[config.mk]
export PLATFORM = sky130hd
export DESIGN_NAME = ghtc_cell
export DESIGN_NICKNAME = d
export VERILOG_FILES = /design/src/rtl/core/ghtc_pkg.sv /design/src/rtl/core/ghtc_cell.sv
export SDC_FILE = /design/constraint.sdc
export NUM_CORES = 2
export LEC_CHECK = 0
export BUFFER_PORTS_ARGS = -buffer_cell sky130_fd_sc_hd__buf_2
export CAP_MARGIN = 20
export CORE_MARGIN = 10
export CORE_UTILIZATION = 40
export DETAILED_ROUTE_END_ITERATION = 6
export PLACE_DENSITY = 0.64
export SETUP_SLACK_MARGIN = 0.15
export SKIP_LAST_GASP = 1
export SYNTH_ARGS = -nofsm -noshare
export SYNTH_HDL_FRONTEND = slang
export SYNTH_SLANG_ARGS = --single-unit
export TNS_END_PERCENT = 10
[constraint.sdc]
create_clock -name clk -period 22.2 [get_ports clk]
set_input_delay 3.33 -clock clk [delete_from_list [all_inputs] [get_ports clk]]
set_output_delay 3.33 -clock clk [all_outputs]
set_load 0.03 [all_outputs]
[src/rtl/core/ghtc_pkg.sv]
// ----------------------------------------------------------------------------
// ghtc_pkg : shared types and constants for the gravity height/tilt block
// Word layouts of both channels, pipeline carry types and fixed-point limits.
// ----------------------------------------------------------------------------
package ghtc_pkg;

  typedef struct packed {
    logic signed [31:0] position_x;
    logic signed [31:0] position_y;
    logic signed [31:0] position_z;
    logic signed [15:0] down_axis_x;
    logic signed [15:0] down_axis_y;
    logic signed [15:0] down_axis_z;
  } in_word_t;

  typedef struct packed {
    logic        [30:0] height;
    logic        [14:0] coupling;
    logic signed [31:0] jacobian_x;
    logic signed [31:0] jacobian_y;
    logic signed [31:0] jacobian_z;
    logic               gravity_valid;
  } out_word_t;

  // Running sums handed along the chain of cells.
  typedef struct packed {
    logic signed [65:0] along;
    logic signed [49:0] dot;
  } acc_t;

  // Products formed by one cell, added in by the next.
  typedef struct packed {
    logic signed [63:0] along;
    logic signed [47:0] dot;
  } prd_t;

  // Normalised gravity and derived Jacobian handed to the datapath.
  typedef struct packed {
    logic signed [31:0] ux;
    logic signed [31:0] uy;
    logic signed [31:0] uz;
    logic signed [31:0] jx;
    logic signed [31:0] jy;
    logic signed [31:0] jz;
    logic               valid;
    logic               busy;
  } grav_t;

  typedef enum logic [2:0] {
    N_START,
    N_SHIFT,
    N_SQUARE,
    N_ROOT,
    N_DIVIDE,
    N_JACOB,
    N_IDLE
  } norm_state_t;

  localparam logic [1:0] REG_GRAVITY_X  = 2'd0;
  localparam logic [1:0] REG_GRAVITY_Y  = 2'd1;
  localparam logic [1:0] REG_GRAVITY_Z  = 2'd2;
  localparam logic [1:0] REG_JAC_SCALE  = 2'd3;

  localparam logic signed [31:0] SCALE_RESET   = 32'sd65536;
  localparam logic signed [31:0] ONE_Q30       = 32'sd1073741824;
  localparam logic        [30:0] HEIGHT_FLOOR  = 31'd1311;
  localparam logic        [30:0] HEIGHT_MAX    = 31'h7FFF_FFFF;
  localparam logic        [14:0] COUPLING_FLOOR = 15'd819;
  localparam logic        [14:0] COUPLING_MAX  = 15'h7FFF;
  localparam logic         [7:0] MIN_SQ_SUM    = 8'd43;

endpackage

[src/rtl/core/ghtc_cell.sv]
// ----------------------------------------------------------------------------
// ghtc_cell : one cell of the projection chain
// Adds the neighbour's products into the running sums and forms its own
// component products for the next cell.
// ----------------------------------------------------------------------------
module ghtc_cell (
  input  logic               clk,
  input  logic               en,
  input  ghtc_pkg::in_word_t item_in,
  input  ghtc_pkg::acc_t     acc_in,
  input  ghtc_pkg::prd_t     prd_in,
  input  logic signed [31:0] pos,
  input  logic signed [15:0] dax,
  input  logic signed [31:0] u,
  output ghtc_pkg::in_word_t item_r,
  output ghtc_pkg::acc_t     acc_r,
  output ghtc_pkg::prd_t     prd_r
);

  logic signed [63:0] p_along;
  logic signed [47:0] p_dot;

  always_comb begin
    p_along = 64'(pos) * 64'(u);
    p_dot   = 48'(dax) * 48'(u);
  end

  always_ff @(posedge clk) begin
    if (en) begin
      item_r    <= item_in;
      acc_r.along <= $signed(acc_in.along) + 66'($signed(prd_in.along));
      acc_r.dot   <= $signed(acc_in.dot) + 50'($signed(prd_in.dot));
      prd_r.along <= p_along;
      prd_r.dot   <= p_dot;
    end
  end

endmodule

==> results_dict.tcl <==
set metrics [dict create \
    synth_adder_area_share_pct 51.57 \
    grt_pass1_wl_microns 355800 \
    synth_xor_area_share_pct 2.766 \
    post-dp-hpwl_microns 191400 \
    cts_root_buf "clkbuf_16" \
    synthMuxAreaShare_pct 0.02822 \
    drt.antenna.violating_nets 0 \
    nFillCells 16822 \
    synth_top_family_by_area "adder cells" \
    run_status "completed" \
    cp_data_arrival_time_ns 11.74 \
    final_common_cell "fa_1" \
    core_sq_mm 0.1763 \
    syn_inst 7090 \
    postLayoutCellArea_sq_mm 0.07893 \
    layout.cells.most_common_list "fa_1 (1570), inv_1 (1475), nand2_1 (913)" \
    seqCellArea_sq_mm 0.01117 \
    synth_nets 9526 \
    min_path_type "in -> reg" \
    grt_usage_pct 24.23 \
    avgSynthCellArea_sq_um 10.01 \
    cap_violations 0 \
    synth_area_sq_mm 0.07094 \
    gp_congestion 0.9572 \
    yosysUniqueCellTypes 84 \
    drt_iter0_drc 3316 \
    numCtsBuffers 47 \
    synth_edf_count 372 \
    postCtsSetupRepairBufs 0 \
    vias_per_cell 5.174 \
    rsz0062_at_grt "no" \
    ys_warn_count 0 \
    cp_max_fo 32 \
    io_pins 826 \
    h-tree-depth 2 \
    rows 154 \
    fin_crit_ns 11.33 \
    clk_pin_slew_ns 0.07 \
    ys_seq_elements 372 \
    cts-hold-fix-buffers 0 \
    seq_area_frac_synth_pct 15.75 \
    clock_path_buffers 3 \
    grt_pass1_vias 57107 \
    area_growth_pct 11.26 \
    die_height_microns 441.1 \
    antenna_found_initial 98 \
    tns_ns 0 \
    grt_overflow 0 \
    cts_tree "built" \
    hold_viol_final 0 \
    grt_max_degree 131 \
    synth_simple_gate_area_share_pct 13.77 \
    drive_gt1_share_pct 12.87 \
    worst_setup_path_start_kind "input pin" \
    hold_end "item_r[41]$_DFFE_PP_" \
    worstMarginPinSlew_ns 0.9931 \
    design.final.nets 10117 \
    hold_depth 1 \
    wl_microns 236300 \
    async_reset_ff_share_pct 0 \
    clock-sinks 372 \
    fmax_mhz 88.28 \
    endpoint_kind "flip-flop" \
    hp-start "item_in[41]" \
    drc 0 \
    io_buffers 825 \
    placed_area_sq_mm 0.07720 \
    die-area_sq_mm 0.1946 \
    wl_per_cell_microns 23.36 \
    vias 52331 \
    synth_compound_area_share_pct 6.459 \
    start_util_pct 40.24 \
    relSlewSlack_pct 33.50 \
    cts_resized 0 \
    min_period_over_period_pct 51.03 \
    die_x_microns 441.1 \
    ys.flop_type "edfxtp_1" \
    multi_input_area_sq_mm 0.05291 \
    cp.required_ns 22.61 \
    dr.pass1.iters 6 \
    maxSlewViolCount 0 \
    crit_type "in -> reg" \
    final-setup-viol-count 0 \
]
==> cell usage after synthesis, types with 7 or more instances <==
library cell	number	area share (%)
a21oi_1	219	1.5
and3_1	23	0.20
nand4_1	37	0.33
ha_1	412	7.3
nor2b_1	28	0.25
nand3_1	45	0.32
or2_2	8	0.071
xnor2_1	163	2.0
a211oi_1	17	0.18
o31ai_1	10	0.11
inv_1	1475	7.8
o21ai_1	22	0.16
a211o_1	7	0.086
a21o_1	127	1.3
o21a_1	26	0.28
clkbuf_1	342	1.8
nor3_1	21	0.15
nand2_1	913	4.8
a31oi_1	31	0.27
o21bai_1	37	0.39
fa_1	1570	44
o211ai_1	15	0.16
a221oi_1	8	0.099
nand2b_1	57	0.50
nor2_1	137	0.72
and2_1	689	6.1
o21ai_0	95	0.67
xor2_1	61	0.75
or3_1	7	0.062
edfxtp_1	372	16
o31a_1	7	0.086
a21boi_1	8	0.085
==> metal layers <==
layer	vias to the layer above	GRT usage, %	part of all wire, %
met4	36	12.82	6.0
met3	537	4.017	6.7
met1	27007	28.23	37
met5	-	0	0.11
met2	2020	42.72	51
li1	22731	-	-
==> cells by family (layout without fill, tap and decap cells) <==
kind of cell             Yosys count  count (layout)
adder cells (fa/ha/maj)         1982            1982
AND/OR/NAND/NOR                 1987            1987
flip-flops                       372             372
other                              0              58
multiplexers                       2               2
XOR/XNOR                         224             224
buffers and inverters           1825            2452
AO/OA/AOI/OAI                    698             698
==> worst max-delay path, cell delays in order <==
cell,delay [ns]
buf_2,0.66
nand2_1,0.17
fa_1,0.60
fa_1,0.44
fa_1,0.47
fa_1,0.54
inv_1,0.05
fa_1,0.54
inv_1,0.07
fa_1,0.53
inv_1,0.05
fa_1,0.50
fa_1,0.43
ha_1,0.39
nand2_1,0.13
nor3_1,0.25
o311ai_2,0.20
o211ai_1,0.84
o2111ai_2,0.43
a21oi_1,0.36
a21oi_2,0.13
o211ai_1,0.35
or4_1,0.17
nand4_1,0.08
==> registers in the layout, summed over array words and instances (netlist names) <==
signal  cells
acc_r     116
item_r    144
prd_r     112
==> per-stage QoR <==
step	cells	hold WS (ns)	util, %	setup WS, ns
2_1_floorplan	7090	3.429	-	11.49
3_3_place_gp	9972	3.507	43.79	10.36
3_5_place_dp	9972	3.508	43.79	10.25
4_1_cts	10057	2.782	44.69	11.00
5_1_grt	10092	2.807	44.74	10.36
6_report	10115	2.841	44.77	10.87
==> how the worst max path moves through the flow <==
stage / start / endpoint / slack (ns)
after detailed placement: pos[16] / prd_r[109]$_DFFE_PP_ / 10.25
after floorplan: pos[31] / prd_r[110]$_DFFE_PP_ / 11.49
after CTS: pos[16] / prd_r[109]$_DFFE_PP_ / 11.00
after global placement: u[12] / prd_r[109]$_DFFE_PP_ / 10.36
final: pos[16] / prd_r[109]$_DFFE_PP_ / 10.87
after global routing: u[2] / prd_r[110]$_DFFE_PP_ / 10.36
==> layout make-up <==
type / instances / share of cell area (%)
antenna: 58 / 0.1839
clock buffer: 56 / 1.533
clock inverter: 29 / 0.4803
inverter: 1477 / 7.024
multi-input combinational: 4893 / 67.04
sequential: 372 / 14.15
tap: 2340 / 3.709
timing repair buffer: 890 / 5.878
Power is not shown: default switching activity piles up to over one toggle a cycle in this logic, so the estimate is an artifact.
