[src/rtl/core/ghtc_pkg.sv]
// ----------------------------------------------------------------------------
// ghtc_pkg : shared types and constants for the gravity height/tilt block
// Word layouts of both channels, pipeline carry types and fixed-point limits.
// ----------------------------------------------------------------------------
package ghtc_pkg;

  typedef struct packed {
    logic signed [31:0] position_x;
    logic signed [31:0] position_y;
    logic signed [31:0] position_z;
    logic signed [15:0] down_axis_x;
    logic signed [15:0] down_axis_y;
    logic signed [15:0] down_axis_z;
  } in_word_t;

  typedef struct packed {
    logic        [30:0] height;
    logic        [14:0] coupling;
    logic signed [31:0] jacobian_x;
    logic signed [31:0] jacobian_y;
    logic signed [31:0] jacobian_z;
    logic               gravity_valid;
  } out_word_t;

  // Running sums handed along the chain of cells.
  typedef struct packed {
    logic signed [65:0] along;
    logic signed [49:0] dot;
  } acc_t;

  // Products formed by one cell, added in by the next.
  typedef struct packed {
    logic signed [63:0] along;
    logic signed [47:0] dot;
  } prd_t;

  // Normalised gravity and derived Jacobian handed to the datapath.
  typedef struct packed {
    logic signed [31:0] ux;
    logic signed [31:0] uy;
    logic signed [31:0] uz;
    logic signed [31:0] jx;
    logic signed [31:0] jy;
    logic signed [31:0] jz;
    logic               valid;
    logic               busy;
  } grav_t;

  typedef enum logic [2:0] {
    N_START,
    N_SHIFT,
    N_SQUARE,
    N_ROOT,
    N_DIVIDE,
    N_JACOB,
    N_IDLE
  } norm_state_t;

  localparam logic [1:0] REG_GRAVITY_X  = 2'd0;
  localparam logic [1:0] REG_GRAVITY_Y  = 2'd1;
  localparam logic [1:0] REG_GRAVITY_Z  = 2'd2;
  localparam logic [1:0] REG_JAC_SCALE  = 2'd3;

  localparam logic signed [31:0] SCALE_RESET   = 32'sd65536;
  localparam logic signed [31:0] ONE_Q30       = 32'sd1073741824;
  localparam logic        [30:0] HEIGHT_FLOOR  = 31'd1311;
  localparam logic        [30:0] HEIGHT_MAX    = 31'h7FFF_FFFF;
  localparam logic        [14:0] COUPLING_FLOOR = 15'd819;
  localparam logic        [14:0] COUPLING_MAX  = 15'h7FFF;
  localparam logic         [7:0] MIN_SQ_SUM    = 8'd43;

endpackage

[src/rtl/core/ghtc_finish.sv]
// ----------------------------------------------------------------------------
// ghtc_finish : output stage
// Closes the sums, clamps height and coupling and registers the result word.
// ----------------------------------------------------------------------------
module ghtc_finish (
  input  logic                clk,
  input  logic                en,
  input  ghtc_pkg::acc_t      acc_in,
  input  ghtc_pkg::prd_t      prd_in,
  input  ghtc_pkg::grav_t     grav,
  output ghtc_pkg::out_word_t word_r
);

  logic signed [66:0] neg_along;
  logic signed [36:0] h_full;
  logic signed [49:0] dot;
  logic        [49:0] dot_abs;
  logic        [19:0] c_full;
  logic        [30:0] height;
  logic        [14:0] coupling;

  always_comb begin
    neg_along = -(67'($signed(acc_in.along)) + 67'($signed(prd_in.along)));
    h_full    = 37'(neg_along >>> 30);
    if (neg_along < ($signed(67'(ghtc_pkg::HEIGHT_FLOOR)) <<< 30)) begin
      height = ghtc_pkg::HEIGHT_FLOOR;
    end else if (h_full > $signed(37'(ghtc_pkg::HEIGHT_MAX))) begin
      height = ghtc_pkg::HEIGHT_MAX;
    end else begin
      height = h_full[30:0];
    end
    dot     = $signed(acc_in.dot) + 50'($signed(prd_in.dot));
    dot_abs = dot[49] ? 50'(-dot) : 50'(dot);
    c_full  = dot_abs[49:30];
    if (c_full < 20'(ghtc_pkg::COUPLING_FLOOR)) begin
      coupling = ghtc_pkg::COUPLING_FLOOR;
    end else if (c_full > 20'(ghtc_pkg::COUPLING_MAX)) begin
      coupling = ghtc_pkg::COUPLING_MAX;
    end else begin
      coupling = c_full[14:0];
    end
  end

  always_ff @(posedge clk) begin
    if (en) begin
      word_r.height        <= height;
      word_r.coupling      <= coupling;
      word_r.jacobian_x    <= grav.jx;
      word_r.jacobian_y    <= grav.jy;
      word_r.jacobian_z    <= grav.jz;
      word_r.gravity_valid <= grav.valid;
    end
  end

endmodule

[config.mk]
export PLATFORM = sky130hd
export DESIGN_NAME = ghtc_finish
export DESIGN_NICKNAME = d
export VERILOG_FILES = /design/src/rtl/core/ghtc_pkg.sv /design/src/rtl/core/ghtc_finish.sv
export SDC_FILE = /design/constraint.sdc
export NUM_CORES = 1
export LEC_CHECK = 0
export ABC_AREA = 1
export BUFFER_PORTS_ARGS = -buffer_cell sky130_fd_sc_hd__buf_2
export CAP_MARGIN = 20
export CORE_AREA = 4 4 216 218
export DETAILED_ROUTE_END_ITERATION = 10
export DIE_AREA = 0 0 220 222
export SLEW_MARGIN = 20
export SYNTH_ARGS = -nofsm -noshare
export SYNTH_HDL_FRONTEND = slang
export SYNTH_SLANG_ARGS = --single-unit
export TNS_END_PERCENT = 5
[constraint.sdc]
create_clock -name clk -period 4.2 [get_ports clk]
set_input_delay 0.42 -clock clk [delete_from_list [all_inputs] [get_ports clk]]
set_output_delay 0.42 -clock clk [all_outputs]
set_load 0.02 [all_outputs]
==> impl_metrics.py <==
metrics = {
    "status": {
        "status": "completed",
    },
    "synthesis": {
        "synth_cell_types": 47,
        "ys_seq_elements": 143,
        "synth-main-ff-cell": "sky130_fd_sc_hd__edfxtp_1",
        "number_of_flops_mapped_to_enable_cells_by_yosys": 143,
        "postSynthAreaPerCell_um2": 6.38,
        "synth_top_area_share_pct": 26.4,
        "synth.net_count": 3156,
        "yosysTopAreaCell": "sky130_fd_sc_hd__edfxtp_1",
        "synth_cell_area_um2": 16300,
        "yosysWarnings": 0,
        "yosys-top-cells-area": "sky130_fd_sc_hd__edfxtp_1, sky130_fd_sc_hd__nand2_1, sky130_fd_sc_hd__ha_1",
        "yosys.cell_count.top_type": "sky130_fd_sc_hd__nand2_1",
        "seq_area_frac_synth_pct": 26.4,
        "ys_async_sr_fraction_pct": 0,
        "synthesized_instance_count": 2553,
        "ys_top_cells_by_count": "sky130_fd_sc_hd__nand2_1, sky130_fd_sc_hd__inv_1, sky130_fd_sc_hd__nor2_1",
    },
    "floorplanning": {
        "initial_util_pct": 36.3,
        "floorplan.core_area_um2": 44900,
        "ios": 567,
        "chipWidth_um": 220,
        "die_area_um2": 48800,
        "die_y_um": 222,
        "fp-row-count": 78,
    },
    "detailed_routing": {
        "drc_errors": 0,
        "number_of_design_rule_violations_left_by_the_first_detailed_router_iteration": 943,
        "vias_per_cell": 4.79,
        "total_detailed_routing_wirelength_um": 57500,
        "vias": 17553,
        "drtAntennaViolNets": 0,
        "detail_route.wl_per_cell_um": 15.7,
        "detailedRoute.firstPassIterationCount": 5,
    },
    "worst_hold_path": {
        "hold-path-cell-count": 1,
        "hold_class": "in -> reg",
        "min_delay_worst_endpoint": "word_r[49]",
        "holdCritStartpoint": "grav[50]",
    },
    "setup_path": {
        "cpPeakStageDelay_ns": 0.39,
        "list_of_cells_traversed_by_the_critical_path": "buf_2 > inv_1 > ha_1 > ha_1 > a21oi_1 > inv_1 > a31oi_1 > o21ai_0 > a31oi_1 > nor2_1 > nor2_1 > nand2_1 > nand2_1 > nand2_1 > nor2_1 > nand4_1 > nor2_1 > nand3_2 > nand2_2 > buf_12 > nor2_1",
        "crit_arrival_ns": 3.79,
        "worst-path-buf-inv": 4,
        "critPathKind": "in -> reg",
        "startpoint_type": "input pin",
        "crit_path_frequent_cell": "sky130_fd_sc_hd__nor2_1",
        "timing.critical_path.to_type": "register",
        "critical_path.max_fanout": 24,
        "critical_path_data_required_time_ns": 4.36,
        "cp_top_family": "simple AND/OR/NAND/NOR gates",
        "critical_path.slowest_cell": "sky130_fd_sc_hd__a31oi_1",
    },
    "placed_design": {
        "numPlacedInstances": 3634,
        "dpl.hpwl_um": 51000,
        "routabilityCongestion": 0.986,
        "io_buffers": 469,
        "placed_cell_area_um2": 19500,
    },
    "final_layout": {
        "final_nets": 3657,
        "top_register": "word_r",
        "instances_no_fill": 3666,
        "post_route_design_area_um2": 20100,
        "layout_top_registers": "word_r: 143 flops",
        "antennaDiodeCount": 0,
        "largest_reg_flops": 143,
        "postLayoutCoreUtil_pct": 44.8,
        "area_growth_syn_to_layout_pct": 23.5,
        "post_route_cells_drive_above_1_share_pct": 19.8,
    },
    "sta": {
        "slew_violations": 0,
        "final_hold_viol_count": 0,
        "max-slew-margin-rel_pct": 54.3,
        "finalCriticalPeriod_ns": 3.63,
        "setup_violations": 0,
        "min_period_over_period_pct": 86.4,
        "max_freq_mhz": 275,
        "grt_setup_unrepaired": "no",
        "sum_of_negative_setup_slack_ns": 0,
        "tightest_slew_ns": 0.678,
    },
    "pwr": {
        "power_report.internal_total_w": 0.00353,
        "power.sequential.fraction_pct": 29.9,
        "post-layout-total-power_w": 0.00597,
        "net-switching-power_w": 0.00245,
        "combinationalPowerShare_pct": 45.3,
        "leakage_nw": 11.1,
        "share_clk_of_total_power_pct": 24.9,
        "ir_worst_vdd_mv": 0.275,
        "power.share.switching_pct": 41.0,
        "power-per-cell-area_nw_per_um2": 297,
    },
    "global_routing": {
        "overflow": 0,
        "grt_first_pass_wirelength_um": 88000,
        "gr-usage-all-layers_pct": 22.5,
        "grt_antenna_before_repair": 1,
        "grt_start_max_net_pins": 122,
        "grt_pass1_vias": 17008,
    },
    "clocking": {
        "post-cts-setup-buffer-count": 0,
        "cts.sinks": 143,
        "cts_resized": 0,
        "clock_pin_slew_worst_setup_and_hold_paths_ns": 0.06,
        "clock_tree_from_tritoncts": "yes",
        "cts_made_buffers": 17,
        "cts_hold_buf": 0,
        "cts-root-buf": "sky130_fd_sc_hd__clkbuf_16",
        "clock_tree.buffer_depth": 2,
        "cts.htree.levels": 4,
    },
    "job": {
        "max_cap_violations": 0,
    },
}
[how the worst max path moves through the flow]
stage                        to  slack (ns)        from  cells past startpoint
CTS                 word_r[121]        0.66  acc_in[88]                     21
global placement    word_r[117]        0.23  acc_in[88]                     21
global route         word_r[97]        0.31  prd_in[18]                     19
finish              word_r[121]        0.57  acc_in[88]                     21
floorplan           word_r[105]        0.94   acc_in[0]                     22
detailed placement  word_r[121]        0.24  acc_in[88]                     21
[cell usage in the layout (no fill, tap or decap), types with 2 or more instances in the layout]
cell,n
sky130_fd_sc_hd__o21ai_0,60
sky130_fd_sc_hd__a31oi_1,15
sky130_fd_sc_hd__clkinvlp_4,5
sky130_fd_sc_hd__o211ai_1,2
sky130_fd_sc_hd__nand2_1,759
sky130_fd_sc_hd__a21oi_1,137
sky130_fd_sc_hd__buf_4,20
sky130_fd_sc_hd__nor4_1,6
sky130_fd_sc_hd__a21oi_2,3
sky130_fd_sc_hd__o21bai_1,10
sky130_fd_sc_hd__nand3b_1,13
sky130_fd_sc_hd__ha_1,178
sky130_fd_sc_hd__edfxtp_1,143
sky130_fd_sc_hd__nor2_1,338
sky130_fd_sc_hd__a21o_1,17
sky130_fd_sc_hd__a21boi_0,3
sky130_fd_sc_hd__nor2_2,15
sky130_fd_sc_hd__inv_2,9
sky130_fd_sc_hd__or2_2,5
sky130_fd_sc_hd__a211oi_1,2
sky130_fd_sc_hd__nor2_4,6
sky130_fd_sc_hd__o31ai_1,2
sky130_fd_sc_hd__nor3_1,21
sky130_fd_sc_hd__xor2_1,29
sky130_fd_sc_hd__inv_6,3
sky130_fd_sc_hd__o21ai_1,7
sky130_fd_sc_hd__nand2_2,29
sky130_fd_sc_hd__nand3_2,15
sky130_fd_sc_hd__nand3_1,117
sky130_fd_sc_hd__bufinv_16,2
sky130_fd_sc_hd__xnor2_1,8
sky130_fd_sc_hd__nand4_1,49
sky130_fd_sc_hd__o21a_1,10
sky130_fd_sc_hd__clkinv_1,2
sky130_fd_sc_hd__inv_8,2
sky130_fd_sc_hd__clkbuf_16,17
sky130_fd_sc_hd__buf_2,468
sky130_fd_sc_hd__and2_1,3
sky130_fd_sc_hd__inv_1,521
sky130_fd_sc_hd__and3_1,2
[cells by family (layout without fill, tap and decap cells)]
group,after synthesis,in the layout,synth area share (%)
AO/OA/AOI/OAI,271,271,9.27
XOR/XNOR,39,39,2.19
adder cells (fa/ha/maj),179,179,13.8
buffers and inverters,540,1053,12.6
flip-flops,143,143,26.4
AND/OR/NAND/NOR,1381,1381,35.8
[layer usage]
metal	part of all wire, %	wire (um)	track usage, %	vias up
met3	4.6	2640	1.84	91
li1	-	-	-	9078
met5	0.023	13	0	-
met4	3.2	1850	6.75	2
met1	42	24400	27.6	7900
met2	50	28600	41.6	482
[area by class of cell]
type / instances / area, um^2
timing repair buffer: 491 / 2550
tap: 600 / 751
multi-input combinational: 1870 / 9950
sequential: 143 / 4290
clock inverter: 14 / 159
fill: 4789 / 24800
inverter: 531 / 1990
clock buffer: 17 / 425
[through the flow]
stage | setup slack [ns] | hold WS [ns]
after floorplan | 0.943 | 0.519
after global placement | 0.233 | 0.597
after detailed placement | 0.243 | 0.598
after CTS | 0.664 | 0.163
after global routing | 0.310 | 0.154
final | 0.569 | 0.184
[power by group through the flow]
stage | sequential (W) | clock, W | combinational [W]
2_1_floorplan | 0.00200 | 0 | 0.00158
3_3_place_gp | 0.00181 | 0 | 0.00267
3_5_place_dp | 0.00182 | 0 | 0.00269
4_1_cts | 0.00179 | 0.00151 | 0.00270
5_1_grt | 0.00179 | 0.00159 | 0.00303
6_report | 0.00178 | 0.00149 | 0.00270
No activity file was read; power rests on OpenSTA's default activity.
